**config.mk**
```make
export PLATFORM = sky130hd
export DESIGN_NAME = dfs7_delay_cell
export DESIGN_NICKNAME = d
export VERILOG_FILES = /design/src/dfs7_pkg.sv /design/src/dfs7_delay_cell.sv
export SDC_FILE = /design/constraint.sdc
export NUM_CORES = 1
export LEC_CHECK = 0
export BUFFER_PORTS_ARGS = -buffer_cell sky130_fd_sc_hd__buf_2
export CAP_MARGIN = 20
export CELL_PAD_IN_SITES_DETAIL_PLACEMENT = 1
export CELL_PAD_IN_SITES_GLOBAL_PLACEMENT = 1
export CORE_MARGIN = 2
export CORE_UTILIZATION = 51
export DETAILED_ROUTE_END_ITERATION = 6
export HOLD_SLACK_MARGIN = 0.03
export PLACE_DENSITY = 0.76
export SYNTH_ARGS = -nofsm -noshare
export SYNTH_HDL_FRONTEND = slang
export SYNTH_SLANG_ARGS = --single-unit
```
**constraint.sdc**
```tcl
create_clock -name clock -period 4.3 [get_ports clock]
set_input_delay 0 -clock clock [delete_from_list [all_inputs] [get_ports clock]]
set_output_delay 0 -clock clock [all_outputs]
set_load 0.02 [all_outputs]
```
**src/dfs7_pkg.sv**
```systemverilog
`default_nettype none

package dfs7_pkg;

   // Configuration port
   localparam int CSR_INDEX_BITS = 2;
   localparam int CSR_DATA_BITS  = 16;

   typedef enum logic [CSR_INDEX_BITS-1:0] {
      CSR_GRID_X      = 2'd0,
      CSR_GRID_Y      = 2'd1,
      CSR_GRID_Z      = 2'd2,
      CSR_UPDATE_GAIN = 2'd3
   } csr_index_type;

   // Register widths and reset values
   localparam int GRID_XY_BITS = 7;
   localparam int PLANE_BITS   = 16;
   localparam int GAIN_BITS    = 16;
   localparam int GRID_MIN     = 3;
   localparam int GRID_X_RST   = 64;
   localparam int GRID_Y_RST   = 64;
   localparam int GRID_Z_RST   = 64;
   localparam logic [GAIN_BITS-1:0] GAIN_RST = 16'd10923;

   // Update arithmetic: Q0.16 gain, intermediates wrap at 64 bits
   localparam int FRAC_BITS = 16;
   localparam int WRAP_BITS = 64;
   localparam logic [WRAP_BITS-1:0] ROUND_HALF = 64'h8000;

   // Control travelling alongside the stencil taps
   typedef struct packed {
      logic valid;
      logic last;
   } ctl_type;

endpackage

`default_nettype wire

```
**src/dfs7_delay_cell.sv**
```systemverilog
`default_nettype none

module dfs7_delay_cell #(
   parameter int ADDR_BITS = 6,
   parameter int DATA_BITS = 32
) (
   input  logic                 clock,
   input  logic                 reset,
   input  logic                 shift_en,
   input  logic [ADDR_BITS-1:0] rd_offset,
   input  logic [DATA_BITS-1:0] din,
   output logic [DATA_BITS-1:0] dout
);
   import dfs7_pkg::*;

   localparam int DEPTH = 2 ** ADDR_BITS;

   logic [DATA_BITS-1:0] mem [DEPTH];
   logic [ADDR_BITS-1:0] wr_ptr_ff;
   logic [ADDR_BITS-1:0] wr_ptr_in;
   logic [ADDR_BITS-1:0] rd_addr;
   logic [DATA_BITS-1:0] dout_ff;

   // Circular buffer: delay of rd_offset+1 shifts, counting the read register
   assign wr_ptr_in = wr_ptr_ff + 1'b1;
   assign rd_addr   = wr_ptr_ff - rd_offset;
   assign dout      = dout_ff;

   // Advance the write pointer on every shift
   always_ff @(posedge clock) begin
      if (reset) begin
         wr_ptr_ff <= '0;
      end else if (shift_en) begin
         wr_ptr_ff <= wr_ptr_in;
      end
   end

   // Write the new sample, read the one leaving the window
   always_ff @(posedge clock) begin
      if (shift_en) begin
         mem[wr_ptr_ff] <= din;
         dout_ff        <= mem[rd_addr];
      end
   end

endmodule

`default_nettype wire

```
==> results.cfg <==
[critical_path]
cp_cell_sequence = ha_1 > o21ai_1 > a21oi_1 > mux2_2 > a221o_1 > buf_4 > and2_4 > o21ai_0 > o2111a_1
reg2reg_depth = 9
reg2reg_from = wr_ptr_ff[3]
crit_path_end_kind = flop
required_ns = 4.88
startpoint_type = flop
critPathMaxStageDelay_ns = 0.65
critPathKind = reg2reg
cpMaxStageDelayCell = and2_4
crit_arrival_ns = 4.53
worst-path-max-fanout = 23
reg2reg_to = dout[2]
r2r_setup_slack_ns = 0.35

[synth]
synth_common_cells = edfxtp_1 (2080), mux4_2 (516), nor2_1 (189), nand2_1 (140), clkbuf_1 (114)
yosysMostFrequentCell = edfxtp_1
synth_area_leaders = edfxtp_1 (78%), mux4_2 (14%), mux2i_1 (1.2%), nor2_1 (0.88%), nand2_1 (0.66%)
ys_seq_elements = 2086
ys_seq_area_frac = 0.781
async_flop_share = 0
yosysTopAreaCell = edfxtp_1
synth_edf_count = 2080
syn_nets = 3676
synth_flop_cell = edfxtp_1
avgSynthCellArea_um2 = 22.1
syn_area_mm2 = 0.0802
ys.warnings.count = 0
synth_cells = 3628
netlist.area_leader.share = 0.779
ys_types = 48

[sta]
tightest_slew_ns = 1.11
slew_headroom = 0.257
fmax_mhz = 253
min_period_over_period = 0.919
setup-tns-final_ns = 0
finClkSkew_ns = 0.0327
rsz0062_at_grt = false
setup_ws_ns = 0.346
period_needed_ns = 3.95
final-hold-violation-count = 0
finalSetupViolations = 0
drv_slew = 0

[cells_and_area]
final_nets = 3991
drive_gt1_frac = 0.289
fillers = 12900
multi_input_area_mm2 = 0.0172
syn_to_final_growth_pct = 14.5
final_cells = 6172
seq_area_mm2 = 0.0626

[global_route]
grt_use_met2 = 0.436
grt_pass1_wl_mm = 313
grt_use_met1 = 0.382
top_usage_layer = met2
grt_max_degree = 88
grt_pass1_vias = 42500
antenna_found_initial = 10
grtUsageTotal = 0.273
grt_overflow = 0
globalRouteMet3Util = 0.0506

[clock_tree]
cts-root-buf = clkbuf_16
post_cts_resized = 0
cts.sinks = 2086
htree_levels = 4
numCtsBuffers = 200
postCtsSetupBuffers = 0
clock_latency_ns = 0.85
clockBufferDepth = 3
cts.clk_slew.worst_paths_ns = 0.06
tritoncts = built

[place]
io_buffers = 72
dp_cells = 5735
place.gp.congestion = 0.806
post-dp-hpwl_mm = 120
pre_cts_ws_ns = 0.524

[worst_hold_path]
min_path_cells = 2
hold_end = mem[45][5]
hold_class = in2reg
min_from = din[5]

[pwr]
p_comb_frac = 0.128
ir_worst_vdd_uv = 398
internal_power_mw = 34.4
p_sw_mw = 11.1
p_per_area_mw_per_mm2 = 495
pwr-share-clk = 0.375
seqPwrFrac = 0.498
p_sw_frac = 0.243
leakage_nw = 29.0

[floorplan]
die_h_um = 400
io_pins = 73
rows = 145
die_w_um = 400
floorplan.initialDensity = 0.513
dieArea_mm2 = 0.160
coreArea_mm2 = 0.156

[route]
routedWlPerCell_um = 35.2
detail-route-antenna-nets = 0
wirelength_mm = 217
drt_pre_antenna_iters = 5
vias_per_cell = 6.54
vias = 40400
drt-initial-drc-count = 5225
drc_errors = 0

[job]
max_cap_viol_count = 0

[outcome]
status = completed
[logic make-up after synthesis]
| group | count (synthesis) | share of synthesized area |
|---|---|---|
| buffers and inverters | 217 | 0.0118 |
| and+or+nand+nor | 487 | 0.0268 |
| muxes | 634 | 0.160 |
| adders and majority gates | 7 | 0.00119 |
| xor gates and xnor gates | 12 | 0.00155 |
| AOI/OAI and AO/OA | 185 | 0.0181 |
| DFF | 2086 | 0.781 |
[how the worst max path moves through the flow]
stage | startpoint | to | slack (ns) | cells after the start
final | wr_ptr_ff[3] | dout[2] | 0.35 | 9
after global routing | wr_ptr_ff[3] | dout[2] | 0.22 | 9
after CTS | wr_ptr_ff[3] | dout[2] | 0.51 | 9
after detailed placement | wr_ptr_ff[3] | dout[2] | 0.52 | 9
after global placement | wr_ptr_ff[1] | dout[8] | 0.63 | 10
after floorplan | wr_ptr_ff[4] | mem[51][0] | 0.63 | 4
[critical path, delay by kind of cell (launching register included)]
kind / cells / cell delay, ns
AO/OA/AOI/OAI: 5 / 1.16
adder cells (fa/ha/maj): 1 / 0.61
buffers and inverters: 1 / 0.52
flip-flops: 1 / 0.42
multiplexers: 1 / 0.25
AND/OR/NAND/NOR: 1 / 0.65
[cell type report]
class	count	area share
flip-flops and latches	2086	0.682
multi-input cells	1325	0.187
clock buffers	250	0.0574
repair buffers	323	0.0350
well taps	2058	0.0281
clock inverters	119	0.0104
inverters	7	0.000286
diodes	4	0.000109
[flip-flops by register name (all words and copies together) (netlist names)]
| signal | flops |
|---|---|
| dout | 32 |
| mem | 2048 |
| wr_ptr_ff | 6 |
[power by group through the flow]
| stage | sequential [mW] | combinational (mW) | clock (mW) |
|---|---|---|---|
| 3_3_place_gp | 23.1 | 5.50 | 0 |
| 3_5_place_dp | 23.1 | 5.70 | 0 |
| 5_1_grt | 22.6 | 6.12 | 17.9 |
| 2_1_floorplan | 23.1 | 3.44 | 0 |
| 4_1_cts | 22.6 | 5.79 | 17.2 |
| 6_report | 22.6 | 5.81 | 17.0 |
[through the flow]
step / hold slack [ns] / cell area [um^2] / util / power (mW)
final: 0.0629 / 91800 / 0.588 / 45.5
after global routing: 0.0649 / 91800 / 0.588 / 46.6
after CTS: 0.0322 / 91200 / 0.584 / 45.6
after detailed placement: 0.303 / 84600 / 0.542 / 28.8
after global placement: 0.309 / 84600 / 0.542 / 28.6
after floorplan: 0.0724 / 80200 / - / 26.5
[per-layer routing]
layer,vias to the layer above,share of wire
li1,15900,-
met1,21600,0.39
met2,2381,0.48
met3,435,0.094
met4,12,0.036
met5,-,0.00032
[cell usage in the layout (no fill, tap or decap), types with 5 or more instances in the layout]
cell           netlist  routed
a21oi_1             13      13
a31oi_1             44      44
a32oi_1             44      44
and3_1              45      44
buf_12               0      70
buf_2               78      72
buf_4                5     145
bufinv_16            0      12
clkbuf_1           114      45
clkbuf_16            0     202
clkinv_1             1      60
clkinv_2             0      34
dfxtp_1              6       6
dlygate4sd3_1        0      36
edfxtp_1          2080    2080
ha_1                 6       5
inv_1                6       6
inv_6                0       6
mux2_2              24      24
mux2i_1             94      94
mux4_2             516     516
nand2_1            140     140
nand3_1             50      50
nand4_1             25      25
nor2_1             189     134
nor2_4               0      55
nor3_1              20      13
nor3_2               0       7
o2111a_1            22      22
o21ai_2             20      20
o22ai_1             21      21
o32ai_1              9       9
[timing repair]
action,CTS,global route
hold buffers,34,2
endpoints found under the hold margin,1827,68
setup endpoints to repair,0,0
Power figures use the tool's default switching activity.
