**config.mk**
```make
export PLATFORM = sky130hd
export DESIGN_NAME = dfs7_update
export DESIGN_NICKNAME = d
export VERILOG_FILES = /design/src/dfs7_pkg.sv /design/src/dfs7_update.sv
export SDC_FILE = /design/constraint.sdc
export NUM_CORES = 2
export LEC_CHECK = 0
export BUFFER_PORTS_ARGS = -buffer_cell sky130_fd_sc_hd__buf_2
export CORE_UTILIZATION = 45
export CTS_CLUSTER_DIAMETER = 50
export DETAILED_ROUTE_END_ITERATION = 12
export PLACE_DENSITY = 0.65
export SYNTH_ARGS = -nofsm -noshare
export SYNTH_HDL_FRONTEND = slang
export SYNTH_SLANG_ARGS = --single-unit
```
**constraint.sdc**
```tcl
create_clock -name clock -period 10.7 [get_ports clock]
set_input_delay 3.21 -clock clock [delete_from_list [all_inputs] [get_ports clock]]
set_output_delay 3.21 -clock clock [all_outputs]
set_load 0.01 [all_outputs]
```
**src/dfs7_pkg.sv**
```systemverilog
`default_nettype none

package dfs7_pkg;

   // Configuration port
   localparam int CSR_INDEX_BITS = 2;
   localparam int CSR_DATA_BITS  = 16;

   typedef enum logic [CSR_INDEX_BITS-1:0] {
      CSR_GRID_X      = 2'd0,
      CSR_GRID_Y      = 2'd1,
      CSR_GRID_Z      = 2'd2,
      CSR_UPDATE_GAIN = 2'd3
   } csr_index_type;

   // Register widths and reset values
   localparam int GRID_XY_BITS = 7;
   localparam int PLANE_BITS   = 16;
   localparam int GAIN_BITS    = 16;
   localparam int GRID_MIN     = 3;
   localparam int GRID_X_RST   = 64;
   localparam int GRID_Y_RST   = 64;
   localparam int GRID_Z_RST   = 64;
   localparam logic [GAIN_BITS-1:0] GAIN_RST = 16'd10923;

   // Update arithmetic: Q0.16 gain, intermediates wrap at 64 bits
   localparam int FRAC_BITS = 16;
   localparam int WRAP_BITS = 64;
   localparam logic [WRAP_BITS-1:0] ROUND_HALF = 64'h8000;

   // Control travelling alongside the stencil taps
   typedef struct packed {
      logic valid;
      logic last;
   } ctl_type;

endpackage

`default_nettype wire

```
**src/dfs7_update.sv**
```systemverilog
`default_nettype none

module dfs7_update #(
   parameter int SAMPLE_BITS = 32
) (
   input  logic                                 clock,
   input  logic                                 reset,
   input  logic                                 advance,
   input  dfs7_pkg::ctl_type                    tap_ctl,
   input  logic [dfs7_pkg::GAIN_BITS-1:0]       gain,
   input  logic signed [SAMPLE_BITS-1:0]        tap_c,
   input  logic signed [SAMPLE_BITS-1:0]        tap_xm,
   input  logic signed [SAMPLE_BITS-1:0]        tap_xp,
   input  logic signed [SAMPLE_BITS-1:0]        tap_ym,
   input  logic signed [SAMPLE_BITS-1:0]        tap_yp,
   input  logic signed [SAMPLE_BITS-1:0]        tap_zm,
   input  logic signed [SAMPLE_BITS-1:0]        tap_zp,
   output logic                                 out_valid,
   output logic                                 out_last,
   output logic signed [SAMPLE_BITS-1:0]        out_value
);
   import dfs7_pkg::*;

   localparam int LAP_BITS = (SAMPLE_BITS + 4 > WRAP_BITS) ? WRAP_BITS : SAMPLE_BITS + 4;
   localparam int LO_BITS  = LAP_BITS / 2;
   localparam int HI_BITS  = LAP_BITS - LO_BITS;
   localparam int PLO_BITS = LO_BITS + GAIN_BITS;
   localparam int PHI_BITS = HI_BITS + GAIN_BITS + 1;

   // Stage control
   ctl_type s1_ctl_ff, s2_ctl_ff, s3_ctl_ff, s4_ctl_ff, out_ctl_ff;

   // Stage payload
   logic signed [LAP_BITS-1:0]    c_ext;
   logic signed [LAP_BITS-1:0]    sum_a_in, sum_b_in, c6_in;
   logic signed [LAP_BITS-1:0]    s1_sum_a_ff, s1_sum_b_ff, s1_c6_ff;
   logic signed [SAMPLE_BITS-1:0] s1_c_ff;
   logic signed [LAP_BITS-1:0]    lap_in, s2_lap_ff;
   logic signed [SAMPLE_BITS-1:0] s2_c_ff;
   logic [PLO_BITS-1:0]           prod_lo_in, s3_prod_lo_ff;
   logic signed [PHI_BITS-1:0]    prod_hi_in, s3_prod_hi_ff;
   logic signed [SAMPLE_BITS-1:0] s3_c_ff;
   logic signed [WRAP_BITS-1:0]   hi_ext, acc;
   logic signed [SAMPLE_BITS-1:0] inc_in, s4_inc_ff, s4_c_ff;
   logic signed [SAMPLE_BITS-1:0] value_in, out_value_ff;

   // Partial sums of the neighbours and six times the centre
   always_comb begin
      c_ext    = LAP_BITS'(tap_c);
      sum_a_in = LAP_BITS'(tap_xm) + LAP_BITS'(tap_xp) + LAP_BITS'(tap_ym);
      sum_b_in = LAP_BITS'(tap_yp) + LAP_BITS'(tap_zm) + LAP_BITS'(tap_zp);
      c6_in    = (c_ext <<< 2) + (c_ext <<< 1);
   end

   // Laplacian
   assign lap_in = s1_sum_a_ff + s1_sum_b_ff - s1_c6_ff;

   // Gain product split into two partial products
   assign prod_lo_in = PLO_BITS'(s2_lap_ff[LO_BITS-1:0]) * PLO_BITS'(gain);
   assign prod_hi_in = PHI_BITS'($signed(s2_lap_ff[LAP_BITS-1:LO_BITS]))
                       * PHI_BITS'($signed({1'b0, gain}));

   // Combine partial products, round half up, drop the fraction
   always_comb begin
      hi_ext = WRAP_BITS'(s3_prod_hi_ff);
      acc    = (hi_ext <<< LO_BITS) + WRAP_BITS'(s3_prod_lo_ff) + ROUND_HALF;
      inc_in = SAMPLE_BITS'(acc >>> FRAC_BITS);
   end

   // Final update, wraps at the sample width
   assign value_in = s4_c_ff + s4_inc_ff;

   // Control through the pipeline
   always_ff @(posedge clock) begin
      if (reset) begin
         s1_ctl_ff  <= '0;
         s2_ctl_ff  <= '0;
         s3_ctl_ff  <= '0;
         s4_ctl_ff  <= '0;
         out_ctl_ff <= '0;
      end else if (advance) begin
         s1_ctl_ff  <= tap_ctl;
         s2_ctl_ff  <= s1_ctl_ff;
         s3_ctl_ff  <= s2_ctl_ff;
         s4_ctl_ff  <= s3_ctl_ff;
         out_ctl_ff <= s4_ctl_ff;
      end
   end

   // Payload through the pipeline
   always_ff @(posedge clock) begin
      if (advance) begin
         s1_sum_a_ff   <= sum_a_in;
         s1_sum_b_ff   <= sum_b_in;
         s1_c6_ff      <= c6_in;
         s1_c_ff       <= tap_c;
         s2_lap_ff     <= lap_in;
         s2_c_ff       <= s1_c_ff;
         s3_prod_lo_ff <= prod_lo_in;
         s3_prod_hi_ff <= prod_hi_in;
         s3_c_ff       <= s2_c_ff;
         s4_inc_ff     <= inc_in;
         s4_c_ff       <= s3_c_ff;
         out_value_ff  <= value_in;
      end
   end

   assign out_valid = out_ctl_ff.valid;
   assign out_last  = out_ctl_ff.last;
   assign out_value = out_value_ff;

endmodule

`default_nettype wire

```
==> out/metrics.csv <==
stage,metric,value,unit
synthesis,Cell variety after synth,63,
synthesis,"Warnings, synthesis",0,
sta,final worst slack,1.371,ns
synthesis,syn_area_per_cell,10.42,sq um
synthesis,number of flops mapped to enable cells by yosys,377,
cts,clock root cell,clkbuf_16,
critical_path,critical-path cell list,"buf_2, nand2_1, fa_1, fa_1, inv_1, fa_1, fa_1, fa_1, inv_1, fa_1, inv_1, ha_1, a21o_1, a21o_1, a21o_1, a21oi_1, nor2_1, a211oi_1, o21ai_1, a31o_2, a21oi_1, xnor2_1",
floorplanning,die width,304.4,um
grt,GRT Util Overall,20.58,%
cells_and_area,Fillers,8167,
critical_path,crit path buf inv count,4,
sta,Max Clock Freq,107.2,MHz
routing,1st-pass router iterations,5,
grt,vias in the first global route,29530,
grt,initial antenna violation count,14,
floorplanning,Ports,279,
critical_path,largest stage delay on the critical path,0.64,ns
sta,clk_skew,0.03707,ns
cts,Post-CTS Setup Bufs,0,
sta,slew at the pin closest to its max-slew limit,0.9662,ns
cts,PostCTS Resize Cnt,0,
critical_path,CP Max Fanout,36,
floorplanning,DIE AREA,0.09268,sq mm
synthesis,asr flop ratio synth,0,%
cells_and_area,final instance area,0.04571,sq mm
synthesis,Cells after Synth,3952,
critical_path,CP Class,in -> reg,
critical_path,"most used cell, CP",fa_1,
cells_and_area,"commonest non-fill, non-tap cells in the layout","inv_1, fa_1, nand2_1",
cts,clk slew on worst S/H paths,0.06,ns
critical_path,Critical Path AT,9.66,ns
synthesis,share of Yosys cell area claimed by the top area cell type,28.11,%
critical_path,Worst Setup End Kind,register,
floorplanning,Core ar.,0.09029,sq mm
sta,RSZ-0062 raised after global routing,no,
synthesis,syn_nets,5134,
place,Final Wtd Congestion,0.8607,
synthesis,"top cells by area, synth","fa_1, edfxtp_1, ha_1",
synthesis,Seq cells post-synth,387,
routing,Final ANT Viol Nets,0,
critical_path,CP Data Required Time,11.03,ns
place,Buffers on Ports,278,
critical_path,Crit path max-delay family,adder cells,
grt,total grt overflow,0,
floorplanning,Vert. Die Dim,304.4,um
routing,via count,27910,
cells_and_area,Area growth syn-to-layout,11.04,%
cells_and_area,final net count,5385,
routing,drt via density,5.143,
synthesis,largest area contributor in the netlist,fa_1,
routing,drt wl/cell,16.92,um
place,DP Wirelength,72.97,mm
cells_and_area,Util after Layout,50.62,%
floorplanning,Core Rows,110,
sta,"Slew Viols, Final",0,
worst_hold_path,Hold Crit Class,reg -> reg,
routing,Starting DRT DRC Count,1567,
critical_path,CP startpoint kind,primary input,
sta,Tmin final,9.329,ns
place,placed cell area,0.04381,sq mm
synthesis,post-synthesis cell area,0.04116,sq mm
cts,CTS tree,built,
flow_run,MaxCap Viol Count,0,
place,pre-CTS worst setup slack,0.8322,ns
cts,Clock Sinks,387,
sta,max_slew headroom,35.59,%
routing,final WL,91.82,mm
sta,setup violators final,0,
grt,first-pass GRT wire length,152.2,mm
routing,Remaining DRCs,0,
cells_and_area,"commonest non-fill, non-tap cell in the layout",inv_1,
sta,Setup TNS,0,ns
sta,fin crit share,87.19,%
synthesis,sequential area share after synthesis,27.99,%
floorplanning,initial core utilization,45.59,%
status,status,completed,
critical_path,Critical Path Slowest Stage Cell,buf_2,
cts,CTS Buf Count,53,
cts,clock tree buffer depth,3,
cts,Hold Buf Count CTS,0,
cts,H-tree Lvls,2,
synthesis,"Top FF cell, synth",edfxtp_1,
sta,Fin. Hold Viols,0,
grt,largest net degree at the start of global routing,143,
cells_and_area,share of layout cells above drive strength 1,9.560,%
cts,Worst-Skew Late Latency,0.61,ns
==> sequential cells by signal (all words and copies together), names as in the netlist, 33 cells and up <==
register     cells
s1_sum_b_ff     34
s2_lap_ff       36
s1_sum_a_ff     34
s1_c6_ff        33
==> layer usage <==
metal | wire length (um) | global-route usage, %
met1 | 39590 | 26.95
met5 | 66 | 0
met2 | 44400 | 35.43
met3 | 5579 | 3.273
met4 | 2184 | 5.344
==> synthesized netlist by cell type (41+ instances only) <==
master    instances
nand3_1          43
a21o_1           78
inv_1           750
a21oi_1         183
nand2_1         404
xor2_1           55
clkbuf_1         99
nor3_1           41
edfxtp_1        377
and2_1          264
xnor2_1         167
ha_1            359
o21ai_0          96
fa_1            578
nor2_1          123
o21a_1           42
==> stage by stage <==
stage | instances | hold WS (ns)
floorplan | 3952 | 0.4003
finish | 5427 | 0.4160
global route | 5426 | 0.4213
CTS | 5423 | 0.4162
detailed placement | 5324 | 0.4045
global placement | 5324 | 0.4003
==> path summary, 6_finish.rpt <==
kind         slack [ns]  depth (start not counted)     startpoint           endpoint
min reg2reg        0.42                          0    s1_c_ff[19]        s2_c_ff[19]
max reg2reg        3.65                         20  s2_lap_ff[10]  s3_prod_lo_ff[29]
max                1.37                         22        gain[2]  s3_prod_lo_ff[29]
min                0.42                          0    s1_c_ff[19]        s2_c_ff[19]
==> worst reg2reg max path, delay by kind of cell, from the launching register on <==
family / cells / cell delay [ns]
xor+xnor: 1 / 0.09
simple gates: 1 / 0.19
compound gates: 8 / 2.09
fa+ha+maj: 7 / 3.28
flops: 1 / 0.98
buf+inv: 3 / 0.15
==> logic make-up after synthesis <==
| group | Yosys count | share of synthesized area (%) |
|---|---|---|
| AND/OR/NAND/NOR | 997 | 11.78 |
| flip-flops | 387 | 27.99 |
| multiplexers | 11 | 0.2675 |
| XOR/XNOR | 222 | 4.724 |
| buffers and inverters | 851 | 7.761 |
| AO/OA/AOI/OAI | 547 | 8.454 |
| adder cells (fa/ha/maj) | 937 | 39.02 |
==> area by class of cell <==
| type | instances | area, sq um | share of cell area, % |
|---|---|---|---|
| multi-input cells | 2714 | 26450 | 57.86 |
| clock buffers | 58 | 1366 | 2.989 |
| diodes | 4 | 10.01 | 0.02190 |
| flip-flops and latches | 387 | 11520 | 25.21 |
| repair buffers | 297 | 1556 | 3.405 |
| well taps | 1176 | 1471 | 3.219 |
| inverters | 750 | 2815 | 6.159 |
| clock inverters | 41 | 520.5 | 1.139 |
Power is not shown: default switching activity piles up to over one toggle a cycle in this logic, so the estimate is an artifact.
